--- src/hdl/lci_fifo.sv ---
// Small word queue between the classifying front end and the solver.
`timescale 1ns / 1ps
module lci_fifo #(
  parameter int WIDTH = 193,
  parameter int DEPTH = 4
) (
  input  logic             clk,
  input  logic             rst_n,
  input  logic             push,
  input  logic [WIDTH-1:0] din,
  output logic             full,
  input  logic             pop,
  output logic [WIDTH-1:0] dout,
  output logic             empty
);
  localparam int AW = (DEPTH > 1) ? $clog2(DEPTH) : 1;

  logic [WIDTH-1:0] mem_r [DEPTH];
  logic [AW-1:0]    wr_ptr_r, rd_ptr_r;
  logic [AW:0]      count_r;

  assign full  = (count_r == (AW+1)'(DEPTH));
  assign empty = (count_r == '0);
  assign dout  = mem_r[rd_ptr_r];

  always_ff @(posedge clk) begin
    if (push && !full) begin
      mem_r[wr_ptr_r] <= din;
    end
  end

  always_ff @(posedge clk) begin
    if (!rst_n) begin
      wr_ptr_r <= '0;
      rd_ptr_r <= '0;
      count_r  <= '0;
    end else begin
      if (push && !full) begin
        wr_ptr_r <= (wr_ptr_r == AW'(DEPTH-1)) ? '0 : wr_ptr_r + AW'(1);
      end
      if (pop && !empty) begin
        rd_ptr_r <= (rd_ptr_r == AW'(DEPTH-1)) ? '0 : rd_ptr_r + AW'(1);
      end
      count_r <= count_r + (AW+1)'(push && !full) - (AW+1)'(pop && !empty);
    end
  end
endmodule

--- config.mk ---
export PLATFORM = sky130hd
export DESIGN_NAME = lci_fifo
export DESIGN_NICKNAME = d
export VERILOG_FILES = /design/src/hdl/lci_fifo.sv
export SDC_FILE = /design/constraint.sdc
export NUM_CORES = 1
export LEC_CHECK = 0
export ABC_AREA = 1
export BUFFER_PORTS_ARGS = -buffer_cell sky130_fd_sc_hd__buf_2
export CAP_MARGIN = 25
export CORE_MARGIN = 2
export CORE_UTILIZATION = 50
export DETAILED_ROUTE_END_ITERATION = 16
export GPL_TIMING_DRIVEN = 0
export PLACE_DENSITY = 0.72
export SETUP_SLACK_MARGIN = 0.05
export SLEW_MARGIN = 20
export SYNTH_ARGS = -nofsm -noshare
export SYNTH_HDL_FRONTEND = slang
export SYNTH_SLANG_ARGS = --single-unit
--- constraint.sdc ---
create_clock -name clk -period 19.3 [get_ports clk]
set_clock_uncertainty 0.2 [all_clocks]
set_input_delay 5.79 -clock clk [delete_from_list [all_inputs] [get_ports clk]]
set_output_delay 5.79 -clock clk [all_outputs]
set_load 0.1 [all_outputs]
==> out/metrics.yaml <==
avgSynthCellArea_um2: 15.1
core_area_um2: 57600
synth.net_count: 2137
firstDrtPassIters: 6
place_area_um2: 33000
synthTopCellsByArea: "edfxtp_1, o21ai_0, nor2_1"
io_buffers: 391
grt_pass1_vias: 18000
worst_pin_slew_ps: 684
critPathCaptureType: "primary output"
yosys_warnings: 0
critical_path_class: "reg2out"
yosysSeqAreaShare: 0.803
viasPerCell: 5.67
hold_class: "reg2reg"
post-synth-top-count-cell: "edfxtp_1"
final_area_um2: 35400
hold_viol: 0
cap_violations: 0
wirelength_mm: 73.9
drc: 0
ys_top_cells_by_count: "edfxtp_1, nor2_1, o21ai_0, o22ai_1, clkbuf_1"
cts_tree: "done"
synth-edff-count: 772
vias: 18600
num_rows: 88
max_slew_margin: 0.543
routedWlPerCell_um: 22.5
cts.root.buffer_cell: "clkbuf_16"
status: "completed"
clkTransAtPathRegs_ps: 60
critPathCapture: "dout[92]"
crit_path_max_fanout: 10
setup_viol: 0
grt.total_usage: 0.241
async_flop_share: 0
nNetsFinal: 2649
gp_congestion: 0.812
grt_setup_unrepaired: "false"
htree_levels: 3
cp.required_ps: 13310
crit_arrival_ps: 2830
grt_max_degree: 23
ctsHoldBuffers: 0
netlist.area_leader.share: 0.797
cts_sinks: 781
syn_area_um2: 29100
slew_viol_final: 0
die_h_um: 245
reg2reg_from: "count_r[1]"
synth_seq_cells: 781
detail_route.iter0.violations: 1766
post-route-util: 0.615
ant_nets: 0
synthFlopType: "edfxtp_1"
r2r-end: "mem_r[2][92]"
drive_gt1_frac: 0.241
period_needed_ps: 8820
grt_pass1_wl_mm: 109
clk_path_buf_depth: 3
post_cts_resized: 0
antenna_found_initial: 20
fin_crit_sh: 0.457
reg2regPathDepth: 9
clock_latency_ps: 600
postCtsSetupRepairBufs: 0
ys_types: 22
r2r_slack_ps: 16220
syn_inst: 1932
timing.hold.ws_ps: 357
dpl.hpwl_mm: 49.0
setup.worst_path.start_class: "flip-flop"
dieArea_um2: 60100
die_w_um: 245
synth_top_cell_by_area: "edfxtp_1"
area_growth_pct: 21.7
overflow: 0
cts_buffers: 79
fmax_mhz: 113
ios: 392
initial_core_util: 0.505
critical path, cell delays in order (launching register included):
cell      delay (ps)
dfxtp_1          360
inv_1            130
buf_2            380
clkbuf_1         460
o21ai_0          200
o22ai_1          210
buf_2            480
registers in the layout, indices dropped and copies added (netlist names), named ones only:
name	count
mem_r	772
count_r	3
rd_ptr_r	2
wr_ptr_r	2
placed cells by master, fill, tap and decap left out, types with 2 or more instances in the layout:
cell | synthesis | final
buf_4 | 9 | 9
a21oi_1 | 2 | 2
inv_6 | 0 | 2
inv_1 | 16 | 16
o21ai_1 | 34 | 34
edfxtp_1 | 772 | 772
ha_1 | 7 | 7
buf_12 | 0 | 20
nor2_1 | 401 | 397
bufinv_16 | 0 | 3
buf_16 | 0 | 19
clkbuf_16 | 0 | 82
buf_8 | 3 | 4
dfxtp_1 | 9 | 9
buf_2 | 23 | 414
clkinv_1 | 0 | 26
nand2_1 | 13 | 13
buf_6 | 26 | 26
diode_2 | 0 | 15
o21ai_0 | 352 | 352
clkinv_2 | 0 | 10
clkbuf_1 | 61 | 74
o22ai_1 | 193 | 193
nor2_4 | 0 | 4
clkbuf_8 | 5 | 5
layout make-up:
class                           count  area [um^2]
Tap cell                          765          957
Multi-Input combinational cell   1007         4870
Buffer                            127          818
Clock inverter                     44          288
Fill cell                        4156        22200
Clock buffer                       95         2100
Sequential cell                   781        23400
Inverter                           17         71.3
Antenna cell                       15         37.5
Timing Repair Buffer              431         2900
routing by layer:
layer	vias up	GRT usage	share of wire
li1	8384	-	-
met1	9233	0.313	0.38
met2	819	0.395	0.49
met3	166	0.0520	0.083
met4	14	0.103	0.039
met5	-	0	0.0011
worst min path at each step:
stage / depth (start not counted) / startpoint / slack [ps] / to
detailed placement: 2 / rd_ptr_r[0] / 340 / flip-flop
CTS: 2 / rd_ptr_r[0] / 350 / rd_ptr_r[0]
finish: 2 / rd_ptr_r[0] / 360 / flip-flop
floorplan: 2 / rd_ptr_r[1] / 280 / flip-flop
global placement: 2 / rd_ptr_r[1] / 310 / rd_ptr_r[1]
global route: 2 / rd_ptr_r[0] / 410 / flip-flop
stage by stage:
step / instances / TNS (ps) / worst slack, ps
after floorplan: 1932 / 0 / 4370
after global placement: 3088 / -1734940 / -2340
after detailed placement: 3128 / 0 / 10890
after CTS: 3267 / 0 / 10450
after global routing: 3276 / 0 / 10340
final: 3282 / 0 / 10480
logic make-up after synthesis:
kind of cell / after synthesis / share of synthesized area
buffers and inverters: 144 / 0.0306
adder cells (fa/ha/maj): 8 / 0.00370
flip-flops: 781 / 0.803
AO/OA/AOI/OAI: 581 / 0.108
AND/OR/NAND/NOR: 417 / 0.0541
XOR/XNOR: 1 / 0.000301
Power is left out: the tool's default activity adds up to more than one toggle a clock period on the data nets, which glitch-free logic cannot reach.
