## config.mk

```make
export PLATFORM = sky130hd
export DESIGN_NAME = lci_front
export DESIGN_NICKNAME = d
export VERILOG_FILES = /design/src/hdl/lci_pkg.sv /design/src/hdl/lci_front.sv
export SDC_FILE = /design/constraint.sdc
export NUM_CORES = 1
export LEC_CHECK = 0
export ABC_CLOCK_PERIOD_IN_PS = 6900
export BUFFER_PORTS_ARGS = -buffer_cell sky130_fd_sc_hd__buf_2
export CORE_AREA = 2 2 158 160
export CTS_BUF_LIST = sky130_fd_sc_hd__clkbuf_2
export DETAILED_ROUTE_END_ITERATION = 10
export DIE_AREA = 0 0 160 162
export SYNTH_ARGS = -nofsm -noshare
export SYNTH_HDL_FRONTEND = slang
export SYNTH_SLANG_ARGS = --single-unit
```

## constraint.sdc

```tcl
create_clock -name clk -period 6.9 [get_ports clk]
set_input_delay 0.69 -clock clk [delete_from_list [all_inputs] [get_ports clk]]
set_output_delay 0.69 -clock clk [all_outputs]
set_load 0.1 [all_outputs]
```

## src/hdl/lci_pkg.sv

```systemverilog
// Shared types and constants for the line/circle intersection unit.
`timescale 1ns / 1ps
package lci_pkg;

  localparam int TOL_WIDTH = 16;
  localparam logic [TOL_WIDTH-1:0] TOL_RESET = 16'd7;
  localparam int KIND_WIDTH = 2;

  typedef enum logic [KIND_WIDTH-1:0] {
    KIND_NONE,
    KIND_VERT,
    KIND_QUAD
  } kind_t;

  typedef enum logic [1:0] {
    OP_MUL,
    OP_DIV,
    OP_SQRT
  } arith_op_t;

  typedef struct packed {
    logic      start;
    arith_op_t op;
  } arith_ctl_t;

endpackage

```

## src/hdl/lci_front.sv

```systemverilog
// Input stage: take a word, classify the line and queue it for the solver.
`timescale 1ns / 1ps
module lci_front #(
  parameter int CW = 32
) (
  input  logic                                clk,
  input  logic                                rst_n,
  input  logic                                in_valid,
  output logic                                in_ready,
  input  logic [6*CW-2:0]                     in_item,
  input  logic [lci_pkg::TOL_WIDTH-1:0]       tol,
  output logic                                push,
  output logic [6*CW-2+lci_pkg::KIND_WIDTH:0] push_word,
  input  logic                                q_full
);
  logic                   v_r;
  logic [6*CW-2:0]        item_r;
  lci_pkg::kind_t         kind_r;
  logic signed [CW-1:0]   a, b;
  logic [CW-1:0]          absb;
  logic                   vert;
  lci_pkg::kind_t         kind;

  assign a    = in_item[CW-1:0];
  assign b    = in_item[2*CW-1:CW];
  assign absb = b[CW-1] ? (~b + CW'(1)) : b;
  assign vert = (absb < CW'(tol)) || (b == '0);

  always_comb begin
    priority if (a == '0 && b == '0) begin
      kind = lci_pkg::KIND_NONE;
    end else if (vert && a == '0) begin
      kind = lci_pkg::KIND_NONE;
    end else if (vert) begin
      kind = lci_pkg::KIND_VERT;
    end else begin
      kind = lci_pkg::KIND_QUAD;
    end
  end

  assign in_ready  = !v_r || !q_full;
  assign push      = v_r && !q_full;
  assign push_word = {kind_r, item_r};

  always_ff @(posedge clk) begin
    if (!rst_n) begin
      v_r <= 1'b0;
    end else if (in_valid && in_ready) begin
      v_r <= 1'b1;
    end else if (push) begin
      v_r <= 1'b0;
    end
  end

  always_ff @(posedge clk) begin
    if (in_valid && in_ready) begin
      item_r <= in_item;
      kind_r <= kind;
    end
  end
endmodule

```

==> impl_metrics.tcl <==
set metrics [dict create \
    synth_area_um2 7100 \
    ys_warn_count 0 \
    fmax_ghz 0.252 \
    criticalPathCategory "in -> reg" \
    clkLatencyLatePin_ns 0.73 \
    power_density_nw_per_um2 247 \
    path_depth 15 \
    startpoint_type "input pin" \
    rrSetupSlack_ns 4.58 \
    gp_congestion 0.792 \
    avgSynthCellArea_um2 18.5 \
    root_buffer "clkbuf_2" \
    synth_edf_count 193 \
    synth_simple_gate_area_share_pct 6.89 \
    cp_top_family "simple AND/OR/NAND/NOR gates" \
    drv_cap 0 \
    place_ws_ns 2.73 \
    io_pins 406 \
    grt_max_degree 77 \
    cts.repair.resized 0 \
    r2r-start "v_r$_SDFFE_PN0P_" \
    fill_cells 2198 \
    ys_ff_latch 194 \
    overflow 0 \
    drt-total-wl_um 22900 \
    power_frac_seq_pct 50.5 \
    seqCellArea_um2 5820 \
    crit_chain "dlygate4sd3_1 > buf_2 > nor4_2 > nand2_1 > or4_1 > o31a_1 > xor2_1 > ha_1 > a21o_1 > a21o_1 > a221oi_2 > o311ai_1 > nor4b_2 > nand4_1 > and2_1" \
    synth_xor_area_share_pct 1.85 \
    syn_nets 611 \
    synth_top_family_by_area "simple AND/OR/NAND/NOR gates" \
    cpPeakStageDelay_ns 0.56 \
    endpoint "kind_r[1]$_SDFFCE_PP0P_" \
    ir_worst_vdd_mv 0.0917 \
    hp-class "in -> reg" \
    status "completed" \
    hpwl_um 16200 \
    synth_mux_area_share_pct 0.141 \
    synthToLayoutAreaGrowth_pct 57.9 \
    start_util_pct 29.4 \
    synth_flop_cell "edfxtp_1" \
    synth-adder-area-share_pct 2.82 \
    fin_util_pct 46.5 \
    grt_pass1_wl_um 31400 \
    final_cell_mix "buf_2, edfxtp_1, dlygate4sd3_1, inv_1, clkbuf_2" \
    worstMarginPinSlew_ns 0.986 \
    fin_skew_ns 0.0341 \
    setup_viol 0 \
    multi_input_area_um2 1190 \
    async_reset_ff_share_pct 0 \
    dieWidth_um 160 \
    final_max_slew_viol_count 0 \
    maxSlewHeadroom_pct 34.3 \
    synth_compound_area_share_pct 5.06 \
    cts.sinks 194 \
    fin_crit_sh_pct 57.6 \
    drc 0 \
    crit_path_top_delay_cell "nor4_2" \
    worstSetupStartpoint "in_item[39]" \
    swShare_pct 39.5 \
    path_common_cell "a21o_1" \
    cts_tree "yes" \
    drt-initial-drc-count 569 \
    yosysUniqueCellTypes 47 \
    postSynthCellCount 384 \
    final.min_clock_period_ns 3.97 \
    rows 57 \
    drt-pass1-iter-count 5 \
    die-area_um2 25900 \
    p_total_mw 2.76 \
    reg2reg_to "item_r[108]$_DFFE_PP_" \
    path_clk_slew_ns 0.28 \
    worst_setup_path_end_kind "flop" \
    die_h_um 162 \
    setup_slack_ns 2.93 \
    arrival_ns 4.49 \
    clk_path_buf_depth 2 \
    combPwrFrac_pct 28.2 \
    p_int_mw 1.67 \
    mostFrequentLayoutCell "buf_2" \
    coreArea_um2 24100 \
    finalHoldViolCount 0 \
    crit_required_ns 7.41 \
    antenna_found_initial 1 \
    gr-usage-all-layers_pct 16.1 \
    switchingPower_mw 1.09 \
    postRouteAntennaNets 0 \
    tns_ns 0 \
    drive_gt1_share_pct 46.2 \
    htreeDepth 4 \
    cp_max_fo 5 \
    routedWlPerCell_um 17.9 \
    cts_buffers 17 \
    power_frac_clock_pct 21.3 \
    viasPerCell 4.40 \
    fin_nets 1173 \
    cp.buffers_inverters 2 \
    first_global_vias 5227 \
    port_buffers 405 \
    worstRegToRegCells 3 \
    p_leak_nw 4.69 \
    synth-seq-area-share_pct 82.0 \
    rsz0062_at_grt "no" \
    vias 5652 \
]
## metrics by stage
stage,area (um2),instances,hold slack [ns]
final,11200,1284,0.143
after global routing,11200,1283,0.000512
after CTS,10400,1205,0.0000828
after detailed placement,9530,1111,0.516
after global placement,9530,1111,0.508
after floorplan,7100,384,0.487
## cell type report
cell class	instances	area share (%)
clock buffers	17	0.759
inverters	20	0.670
repair buffers	547	30.7
multi-input cells	166	10.6
flip-flops and latches	194	51.9
well taps	324	3.62
diodes	1	0.0223
clock inverters	15	1.64
## logic make-up (layout without fill, tap and decap cells)
group | count (synthesis) | count (layout)
AND/OR/NAND/NOR | 85 | 85
flip-flops | 194 | 194
multiplexers | 1 | 1
XOR/XNOR | 15 | 15
other | 0 | 1
AO/OA/AOI/OAI | 49 | 49
buffers and inverters | 24 | 599
adder cells (fa/ha/maj) | 16 | 16
## cells in the mapped netlist, types with 2 or more instances
| master | number | area [um2] |
|---|---|---|
| a2111oi_0 | 3 | 26.3 |
| a21o_1 | 4 | 30.0 |
| a21oi_1 | 8 | 40.0 |
| and2_1 | 2 | 12.5 |
| clkbuf_1 | 4 | 15.0 |
| edfxtp_1 | 193 | 5800 |
| ha_1 | 16 | 200 |
| inv_1 | 20 | 75.1 |
| nand2_1 | 15 | 56.3 |
| nand2b_1 | 3 | 18.8 |
| nand3_1 | 4 | 20.0 |
| nand4_1 | 9 | 56.3 |
| nand4b_1 | 2 | 17.5 |
| nor2_1 | 10 | 37.5 |
| nor2b_1 | 3 | 18.8 |
| nor3_1 | 8 | 40.0 |
| nor3b_1 | 2 | 15.0 |
| nor4_1 | 13 | 81.3 |
| o211ai_1 | 3 | 22.5 |
| o21ai_0 | 6 | 30.0 |
| o31a_1 | 2 | 17.5 |
| o31ai_1 | 5 | 37.5 |
| o41ai_1 | 3 | 26.3 |
| or3_1 | 5 | 31.3 |
| or4_1 | 6 | 45.0 |
| xnor2_1 | 12 | 105 |
| xor2_1 | 3 | 26.3 |
## power by group through the flow
| stage | registers, mW | clock network, mW | logic (mW) |
|---|---|---|---|
| after floorplan | 1.91 | 0 | 0.0732 |
| after global placement | 1.42 | 0 | 0.714 |
| after detailed placement | 1.42 | 0 | 0.716 |
| after CTS | 1.39 | 0.620 | 0.745 |
| after global routing | 1.40 | 0.658 | 0.809 |
| final | 1.39 | 0.589 | 0.781 |
## how the worst min path moves through the flow
stage | start | to | cells past startpoint
floorplan | v_r$_SDFFE_PN0P_ | v_r$_SDFFE_PN0P_ | 2
global placement | v_r$_SDFFE_PN0P_ | v_r$_SDFFE_PN0P_ | 2
detailed placement | v_r$_SDFFE_PN0P_ | v_r$_SDFFE_PN0P_ | 2
CTS | in_item[188] | item_r[188]$_DFFE_PP_ | 1
global route | in_item[78] | item_r[78]$_DFFE_PP_ | 1
finish | in_item[78] | item_r[78]$_DFFE_PP_ | 1
## state kept, by name (all words and copies together) (netlist names)
signal,flops
item_r,191
kind_r,2
v_r,1
## routing by layer
layer	up-vias	GRT usage (%)	wire length (um)
met4	2	3.97	305
li1	2665	-	-
met2	249	28.7	12000
met3	21	4.78	1510
met5	-	0	10
met1	2715	19.2	9110
## repair_timing
action,CTS,global route
hold endpoints to repair,62,78
hold buffers,62,78
setup buffers,0,0
setup endpoints to repair,0,0
(Power assumes the default switching activity.)
